### src/hw/rtl/lfu_pkg.sv
// Package for the LFU cache: payload types and opcode codes.
package lfu_pkg;
  localparam logic OP_GET = 1'b0;
  localparam logic OP_PUT = 1'b1;

  typedef struct packed {
    logic        opcode;
    logic [31:0] key;
    logic [31:0] value;
  } lfu_req_t;

  typedef struct packed {
    logic        hit;
    logic [31:0] read_value;
    logic        evicted;
    logic [31:0] evicted_key;
  } lfu_rsp_t;
endpackage

### src/hw/rtl/lfu_cache_lookup_replace_top.sv
// LFU cache top level: entry memory and the scan/update sequencer.
//  channel | dir | handshake            | payload
//  req     | in  | req_valid_i/stall_o   | lfu_req_t
//  rsp     | out | rsp_valid_o/stall_i   | lfu_rsp_t
//  cfg     | in  | cfg_we_i              | capacity_in_use (5 bits)
// A result beat becomes valid after a scan pass, which reads one entry per cycle,
// and then an update pass, which rewrites one entry per cycle.
// The next request is accepted only after the sequencer has returned to idle.
// Reset empties the table through valid flops; no clearing pass.
// A result holds in the output register while stalled; the next request
// is taken once the result register is free or being drained.
module lfu_cache_lookup_replace_top import lfu_pkg::*; #(
  parameter int CAPACITY    = 16,
  parameter int COUNT_WIDTH = 16
) (
  input  logic     clk_i,
  input  logic     rst_ni,
  input  logic     req_valid_i,
  output logic     req_stall_o,
  input  lfu_req_t req_i,
  output logic     rsp_valid_o,
  input  logic     rsp_stall_i,
  output lfu_rsp_t rsp_o,
  input  logic     cfg_we_i,
  input  logic [4:0] cfg_wdata_i
);
  localparam int IW = (CAPACITY > 1) ? $clog2(CAPACITY) : 1;
  localparam int OW = $clog2(CAPACITY + 1);
  localparam logic [COUNT_WIDTH-1:0] CMAX = '1;

  localparam logic [2:0] S_IDLE = 3'd0;
  localparam logic [2:0] S_SCAN = 3'd1;
  localparam logic [2:0] S_DEC  = 3'd2;
  localparam logic [2:0] S_UPD  = 3'd3;
  localparam logic [2:0] S_DONE = 3'd4;

  typedef struct packed {
    logic [31:0]            key;
    logic [31:0]            value;
    logic [COUNT_WIDTH-1:0] cnt;
    logic [IW-1:0]          rank;
  } ent_t;

  ent_t mem [CAPACITY];
  ent_t rd_q;
  logic [CAPACITY-1:0] vld_q, vld_d;
  logic [4:0] cap_q;
  logic [OW-1:0] occ_q, occ_d;
  logic [2:0] st_q, st_d;
  logic [IW:0] ix_q, ix_d;
  logic [IW-1:0] raddr, waddr;
  logic we;
  ent_t wdata;
  lfu_req_t req_q;
  logic hit_q, hit_d, vic_ok_q, vic_ok_d, fr_ok_q, fr_ok_d;
  logic [IW-1:0] hix_q, hix_d, vix_q, vix_d, fix_q, fix_d, six_q, six_d;
  logic [IW-1:0] hrank_q, hrank_d, vrank_q, vrank_d;
  logic [COUNT_WIDTH-1:0] vcnt_q, vcnt_d;
  logic [31:0] hval_q, hval_d, vkey_q, vkey_d;
  logic ev_q, ev_d, ins_q, ins_d;
  logic rv_q;
  lfu_rsp_t rsp_q;
  logic [IW-1:0] pix_q;
  logic pv_q;
  logic [OW-1:0] effcap;

  always_comb begin
    if (cap_q == 5'd0) effcap = OW'(1);
    else if (32'(cap_q) > CAPACITY) effcap = OW'(CAPACITY);
    else effcap = OW'(cap_q);
  end

  assign req_stall_o = (st_q != S_IDLE) || (rv_q && rsp_stall_i);
  assign rsp_valid_o = rv_q;
  assign rsp_o = rsp_q;

  assign raddr = ix_q[IW-1:0];

  always_ff @(posedge clk_i) begin
    if (we) mem[waddr] <= wdata;
    rd_q <= mem[raddr];
  end

  always_comb begin
    st_d = st_q; ix_d = ix_q; vld_d = vld_q; occ_d = occ_q;
    hit_d = hit_q; hix_d = hix_q; hrank_d = hrank_q; hval_d = hval_q;
    vic_ok_d = vic_ok_q; vix_d = vix_q; vcnt_d = vcnt_q; vrank_d = vrank_q;
    vkey_d = vkey_q; fr_ok_d = fr_ok_q; fix_d = fix_q; six_d = six_q;
    ev_d = ev_q; ins_d = ins_q;
    we = 1'b0; waddr = pix_q; wdata = rd_q;
    case (st_q)
      S_IDLE: begin
        ix_d = '0;
        hit_d = 1'b0; vic_ok_d = 1'b0; fr_ok_d = 1'b0;
        if (req_valid_i && !req_stall_o) st_d = S_SCAN;
      end
      S_SCAN: begin
        if (pv_q) begin
          if (vld_q[pix_q]) begin
            if (!hit_q && rd_q.key == req_q.key) begin
              hit_d = 1'b1; hix_d = pix_q; hrank_d = rd_q.rank; hval_d = rd_q.value;
            end
            if (!vic_ok_q || rd_q.cnt < vcnt_q ||
                (rd_q.cnt == vcnt_q && rd_q.rank > vrank_q)) begin
              vic_ok_d = 1'b1; vix_d = pix_q; vcnt_d = rd_q.cnt;
              vrank_d = rd_q.rank; vkey_d = rd_q.key;
            end
          end else if (!fr_ok_q) begin
            fr_ok_d = 1'b1; fix_d = pix_q;
          end
        end
        if (ix_q == (IW+1)'(CAPACITY)) begin
          st_d = S_DEC;
        end else begin
          ix_d = ix_q + 1'b1;
        end
      end
      S_DEC: begin
        ev_d = 1'b0; ins_d = 1'b0;
        if (!hit_q && req_q.opcode == OP_PUT) begin
          if (occ_q >= effcap && vic_ok_q) begin
            ev_d = 1'b1; ins_d = 1'b1; six_d = vix_q;
          end else if (fr_ok_q) begin
            ins_d = 1'b1; six_d = fix_q;
          end
        end
        ix_d = '0;
        st_d = S_UPD;
      end
      S_UPD: begin
        if (pv_q) begin
          wdata = rd_q;
          if (hit_q) begin
            if (vld_q[pix_q] && rd_q.rank < hrank_q) wdata.rank = rd_q.rank + 1'b1;
            if (pix_q == hix_q) begin
              wdata.rank = '0;
              if (rd_q.cnt != CMAX) wdata.cnt = rd_q.cnt + 1'b1;
              if (req_q.opcode == OP_PUT) wdata.value = req_q.value;
            end
            we = vld_q[pix_q];
          end else if (ins_q) begin
            if (vld_q[pix_q]) begin
              if (ev_q && rd_q.rank > vrank_q) wdata.rank = rd_q.rank;
              else wdata.rank = rd_q.rank + 1'b1;
              we = 1'b1;
            end
            if (pix_q == six_q) begin
              wdata.key = req_q.key; wdata.value = req_q.value;
              wdata.cnt = COUNT_WIDTH'(1); wdata.rank = '0;
              we = 1'b1;
            end
          end
        end
        if (ix_q == (IW+1)'(CAPACITY)) begin
          if (ins_q) begin
            vld_d[six_q] = 1'b1;
            if (!ev_q) occ_d = occ_q + 1'b1;
          end
          st_d = S_DONE;
        end else begin
          ix_d = ix_q + 1'b1;
        end
      end
      S_DONE: if (!(rv_q && rsp_stall_i)) st_d = S_IDLE;
      default: st_d = S_IDLE;
    endcase
  end

  always_ff @(posedge clk_i or negedge rst_ni) begin
    if (!rst_ni) begin
      st_q <= S_IDLE; ix_q <= '0; vld_q <= '0; occ_q <= '0; cap_q <= 5'd16;
      rv_q <= 1'b0; pv_q <= 1'b0; hit_q <= 1'b0; vic_ok_q <= 1'b0;
      fr_ok_q <= 1'b0; ev_q <= 1'b0; ins_q <= 1'b0;
    end else begin
      st_q <= st_d; ix_q <= ix_d; vld_q <= vld_d; occ_q <= occ_d;
      hit_q <= hit_d; vic_ok_q <= vic_ok_d; fr_ok_q <= fr_ok_d;
      ev_q <= ev_d; ins_q <= ins_d;
      if (cfg_we_i) cap_q <= cfg_wdata_i;
      pv_q <= ((st_q == S_SCAN) || (st_q == S_UPD)) &&
              (ix_q != (IW+1)'(CAPACITY)) && !(st_q == S_SCAN && st_d == S_DEC);
      if (st_q == S_DONE && !(rv_q && rsp_stall_i)) rv_q <= 1'b1;
      else if (rv_q && !rsp_stall_i) rv_q <= 1'b0;
    end
  end

  always_ff @(posedge clk_i) begin
    pix_q <= raddr;
    hix_q <= hix_d; hrank_q <= hrank_d; hval_q <= hval_d; vix_q <= vix_d;
    vcnt_q <= vcnt_d; vrank_q <= vrank_d; vkey_q <= vkey_d; fix_q <= fix_d;
    six_q <= six_d;
    if (req_valid_i && !req_stall_o) req_q <= req_i;
    if (st_q == S_DONE && !(rv_q && rsp_stall_i)) begin
      rsp_q.hit <= hit_q;
      rsp_q.read_value <= hit_q ? ((req_q.opcode == OP_GET) ? hval_q : '0)
                                : ((req_q.opcode == OP_GET) ? '1 : '0);
      rsp_q.evicted <= ev_q;
      rsp_q.evicted_key <= ev_q ? vkey_q : '0;
    end
  end
endmodule

### config.mk
export PLATFORM = sky130hd
export DESIGN_NAME = lfu_cache_lookup_replace_top
export DESIGN_NICKNAME = d
export VERILOG_FILES = /design/src/hw/rtl/lfu_pkg.sv /design/src/hw/rtl/lfu_cache_lookup_replace_top.sv
export SDC_FILE = /design/constraint.sdc
export NUM_CORES = 2
export LEC_CHECK = 0
export ABC_CLOCK_PERIOD_IN_PS = 7600
export BUFFER_PORTS_ARGS = -buffer_cell sky130_fd_sc_hd__buf_2
export CAP_MARGIN = 25
export CORE_ASPECT_RATIO = 0.9
export CORE_MARGIN = 1
export CORE_UTILIZATION = 40
export DETAILED_ROUTE_END_ITERATION = 10
export PLACE_DENSITY = 0.61
export SYNTH_ARGS = -nofsm -noshare
export SYNTH_HDL_FRONTEND = slang
export SYNTH_SLANG_ARGS = --single-unit
### constraint.sdc
create_clock -name clk_i -period 7.6 [get_ports clk_i]
set_clock_uncertainty 0.15 [all_clocks]
set_input_delay 0.38 -clock clk_i [delete_from_list [all_inputs] [get_ports clk_i]]
set_output_delay 0.38 -clock clk_i [all_outputs]
set_load 0.1 [all_outputs]
Yosys cells after proc, flatten, opt, wreduce, memory -nomap -nowiden
Memory sizes are Yosys's and may differ from the RTL's. A register that Yosys moved wholly into a read port is not among the register bits.
Index checks and enable logic that the tools add are counted.
Cells by class
  muxes and demuxes: 56
  reduce and logical (&&, ||, !) cells: 43
  eq/ne operators: 18
  bitwise gates (word level): 4
  $lt $le $gt $ge: 8
  add/subtract/negate cells: 4
Operators by type and width (count)
  $mux 84: 4
  $mux 32: 5
  $mux 52: 2
  $eq 32x32->1: 1
  $mux 1: 25
  $reduce_and 4->1: 6
  $mux 4: 5
  $add 16x1->16 const B: 1
  $eq 16x16->1: 1
  $lt 16x16->1: 1
  $mux 16: 1
  $ne 16x16->1 const B: 1
  $or 16x16->16: 1
  $mux 5: 3
  $pmux 3 s5: 1
  $logic_and 1x1->1: 14
  $mux 3: 4
  $ne 2x2->1 const B: 6
  $add 5x1->5 const B: 2
  $lt 4x5->1 const B: 2
  $pmux 5 s2: 1
  $eq 3x2->1 const B: 3
  $reduce_and 3->1: 3
  $eq 4x4->1: 2
  22 further kinds: 38
Storage, ports and cells
  logic and storage cells: 163
  memories: 1
  output and inout port bits: 68
  RAM bits: 1344
  register bits after elaboration: 280
  input port bits: 75
Memories
  mem: depth 16, width 84, rd ports 1, clocked after memory_dff 1, write ports 1, RTL line lfu_cache_lookup_replace_top.sv:44  | ent_t mem [CAPACITY];

Logic depth before layout (Yosys ltp)
  depth in word-level cells: 10
  depth in mapped cells: 11
  gate-level depth less buffers: 10

Worst setup path before layout
OpenSTA, ideal clock, no wires.
  path kind: register to register
  start point: reg pix_q[1]
  end point: mem mem[12][0] (netlist bit), enable pin
  slack: -0.651 ns
  data required time: 6.821 ns
  stages on the path, launching flop included: 8
  path buffers: 2
  library setup time: 0.629 ns
  arrival time: 7.472 ns
  period minus slack after synthesis: 8.251 ns
  cell sequence: dfxtp_1 -> clkbuf_1 -> xor2_1 -> nor4_2 -> and3_1 -> clkbuf_1 -> o211ai_1 -> nor3_1
On the way
  word-level cells in the longest chain between the ends: 10
  elaborated cells between the ends (all ways): 11
  those cells by class: 1 x eq/ne; 10 x mux
Ends and longest elaborated chain
  start, declared: RTL line lfu_cache_lookup_replace_top.sv:63  | logic [IW-1:0] pix_q;
  start signal, assigned: RTL line lfu_cache_lookup_replace_top.sv:187  | pix_q <= raddr;
  $bmux 1 s4: RTL line lfu_cache_lookup_replace_top.sv:140, lfu_cache_lookup_replace_top.sv:142
  $mux 1 (not written as such): RTL line lfu_cache_lookup_replace_top.sv:140, lfu_cache_lookup_replace_top.sv:142
  $mux 1: RTL line lfu_cache_lookup_replace_top.sv:142  | if (vld_q[pix_q]) begin
  $mux 1: RTL line lfu_cache_lookup_replace_top.sv:147  | if (pix_q == six_q) begin
  $mux 1: RTL line lfu_cache_lookup_replace_top.sv:141  | end else if (ins_q) begin
  $mux 1: RTL line lfu_cache_lookup_replace_top.sv:133  | if (hit_q) begin
  $mux 1: RTL line lfu_cache_lookup_replace_top.sv:131  | if (pv_q) begin
  $mux 1: RTL line lfu_cache_lookup_replace_top.sv:91  | case (st_q)
  $mux 1: RTL line lfu_cache_lookup_replace_top.sv:80  | if (we) mem[waddr] <= wdata;
  $mux 1 (not written as such): RTL line lfu_cache_lookup_replace_top.sv:80
  end, declared: RTL line lfu_cache_lookup_replace_top.sv:44
Several ways; a longest one is shown, not always the timed one. The select of a mux whose other input is x is not followed.

Worst setup path in the final report
  start point: reg pix_q[1]
  end point: mem mem[15][7] (netlist bit), enable pin
The elaborated chain is that of the path after synthesis.

==> flow_summary_export.csv <==
group,metric,value,unit
detailed_routing,wl,139000,µm
synth,synth_simple_gate_area_share,2.51,%
synth,syn_nets,3032,
worst_setup_path,critPathMaxStageDelay,0.90,ns
global_routing,grt_max_degree,145,
global_routing,gr-usage-met2,27.6,%
run_status,outcome,"finished clean",
finish,postLayoutCellArea,74500,µm²
finish,nets,3355,
worst_setup_path,crit_path_max_fanout,64,
synth,synth_top_cell_by_area,"edfxtp_1",
sta,hold_violations,0,
floorplan,core.rowCount,139,
synth,synth_common_cells,"edfxtp_1 (1579), mux4_2 (422), nand2_1 (134)",
global_routing,antenna_found_initial,3,
worst_setup_path,end_kind,"flop",
clock_tree,cts_tree,"done",
clock_tree,cts_buffers,173,
run,drv_cap,0,
finish,syn_to_final_growth,15.6,%
sta,finalMaxSlewViolations,0,
synth,synth_area_per_cell,22.0,µm²
sta,period_minus_slack,4.85,ns
clock_tree,post-cts-setup-buffers,0,
synth,ys_warn_count,0,
place,gp_congestion,0.760,
global_routing,grt_pass1_vias,30200,
pwr,power.leakage,23.9,nW
finish,fillers,13100,
pwr,power_density,344,nW/µm²
synth,yosysSeqAreaShare,77.9,%
synth,ys_types,61,
worst_setup_path,cp_data_arrival_time,5.11,ns
sta,finalSetupViolCount,0,
global_routing,busiest_layer,"met2",
detailed_routing,wl_per_cell,25.2,µm
global_routing,grtUsageMet3,2.78,%
worst_setup_path,slowest_stage,"dfxtp_1",
place,placedInstanceArea,68000,µm²
synth,synth_area_leaders,"edfxtp_1 (74%), mux4_2 (15%), dfxtp_1 (2.7%), dfrtp_1 (1.6%), nand2_1 (0.78%)",
detailed_routing,vias_per_cell,5.33,
synth,ys_seq_elements,1708,
place,io_buffers,142,
synth,synth-compound-area-share,1.29,%
synth,synthMuxAreaShare,15.8,%
global_routing,gr-usage-all-layers,17.2,%
floorplan,die_w,425,µm
detailed_routing,ant_nets,0,
global_routing,grt_pass1_wl,205000,µm
finish,instances_no_fill,5507,
finish,drive_gt1_share,27.9,%
sta,fin_crit_sh,63.8,%
place,placed_cells,5103,
synth,synthCells,2924,
floorplan,die_y,383,µm
global_routing,overflow,0,
clock_tree,cts.sinks,1708,
floorplan,ios,143,
worst_setup_path,critical_path_buf_inv_count,1,
worst_hold_path,hold_path_class,"input port to asynchronous set/reset pin",
sta,rsz0062_at_grt,"no",
global_routing,grt_use_met1,24.6,%
floorplan,initial_utilization,40.4,%
detailed_routing,first_iter_violations,2442,
clock_tree,cts.reportedPaths.clkPinSlew,0.06,ns
synth,synthFlopType,"edfxtp_1",
synth,synth_top_family_by_area,"multiplexers",
sta,tightest_slew,1.10,ns
worst_setup_path,crit_path_cell_trace,"xor2_1 -> nor4_2 -> and3_2 -> o211ai_1 -> nor2_4 -> buf_12",
worst_setup_path,cp-start-kind,"flop",
pwr,ir_drop,0.000271,V
clock_tree,insertion_delay,0.79,ns
synth,syn-cell-area,64400,µm²
floorplan,core,160000,µm²
sta,clock.fmax,206,MHz
clock_tree,ctsResizeCount,0,
synth,synth-adder-area-share,0.641,%
synth,synth_top_area_share,73.6,%
sta,relSlewSlack,26.2,%
clock_tree,clockBufferDepth,3,
synth,synth_most_common_cell,"edfxtp_1",
pwr,power,0.0256,W
clock_tree,htreeDepth,4,
worst_setup_path,crit_type,"flop to flop",
worst_setup_path,required,7.86,ns
worst_setup_path,cp-startpoint,"pix_q[1]",
detailed_routing,drc,0,
synth,async_reset_ff_share,2.40,%
synth,synth_edf_count,1579,
floorplan,dieArea,163000,µm²
detailed_routing,vias,29400,
place,post-dp-hpwl,73600,µm
worst_setup_path,cp_top_family,"simple AND/OR/NAND/NOR gates",
clock_tree,cts_root_buffer,"clkbuf_16",
clock_tree,cts-hold-fix-buffers,78,
detailed_routing,dr.pass1.iters,5,
worst_setup_path,crit-reg2reg-launch,"pix_q[1]",
synth,synth-xor-area-share,0.612,%
finish,fin_util,46.7,%
[layer usage]
layer / wire, µm / share of wire (%) / up-vias
met4: 2710 / 2.0 / 0
met1: 61600 / 44 / 15800
met2: 68000 / 49 / 709
li1: - / - / 12700
met3: 6490 / 4.7 / 192
met5: 0 / 0 / -
[path summary, 6_finish.rpt]
path,end,slack [ns],cells after the start
setup / recovery,mem[15][7],2.75,6
hold / removal,cap_q[2],0.07,3
setup reg to reg,mem[15][7],2.75,6
hold reg to reg,hval_q[25],0.27,0
max in group asynchronous,ix_q[3],6.75,3
min in group clk_i,req_q[63],0.13,2
[power breakdown]
part           switching [W]  internal [W]  leakage [nW]
clock network        0.00352       0.00475          2.70
registers           0.000523        0.0118          15.3
logic                0.00277       0.00231          5.84
[worst register-to-register path, stage by stage (launching register included)]
cell and delay [ns]:
dfxtp_1 0.90, xor2_1 0.16, nor4_2 0.66, and3_2 0.70, o211ai_1 0.51, nor2_4 0.80
buf_12 0.47
[cells by family after synthesis]
| logic type | Yosys count |
|---|---|
| compound gates | 129 |
| xor+xnor | 45 |
| fa+ha+maj | 33 |
| buf+inv | 201 |
| flops | 1708 |
| mux | 479 |
| simple gates | 329 |
[stage by stage]
stage	setup slack [ns]	hold slack [ns]	TNS, ns
finish	2.75	0.0736	0
CTS	2.61	0.0378	0
floorplan	-0.482	-0.0656	-80.75
global placement	2.23	0.259	0
global route	2.43	0.114	0
detailed placement	2.63	0.262	0
[cells in the final DEF, fill, tap and decap left out, drive strengths merged, types with 23 or more instances in the layout]
cell	n
a21oi	51
and2	38
buf	202
clkbuf	247
clkinv	60
dfrtp	40
dfxtp	88
dlygate4sd3	78
edfxtp	1579
ha	33
inv	72
mux2	51
mux4	423
nand2	134
nand3	25
nor2	39
nor3	24
xnor2	23
[layout make-up]
cell class / count / area, µm² / share of cell area, %
repair buffers: 280 / 2240 / 3.01
diodes: 1 / 2.50 / 0.00336
multi-input cells: 1015 / 13600 / 18.2
well taps: 2115 / 2650 / 3.55
clock buffers: 247 / 4840 / 6.50
clock inverters: 72 / 689 / 0.925
flip-flops and latches: 1708 / 50200 / 67.4
inverters: 69 / 259 / 0.348
[flip-flops by register name (all words and copies together), names as in the netlist, 3 cells and up]
| register | count |
|---|---|
| req_q | 65 |
| hrank_q | 4 |
| occ_q | 5 |
| rd_q | 84 |
| fix_q | 4 |
| rsp_o | 66 |
| vcnt_q | 16 |
| cap_q | 5 |
| vkey_q | 32 |
| vix_q | 4 |
| six_q | 4 |
| ix_q | 5 |
| vld_q | 16 |
| vrank_q | 4 |
| mem | 1344 |
| st_q | 3 |
| hix_q | 4 |
| hval_q | 32 |
| pix_q | 4 |
Note: power is estimated with default switching activity, not from simulation.
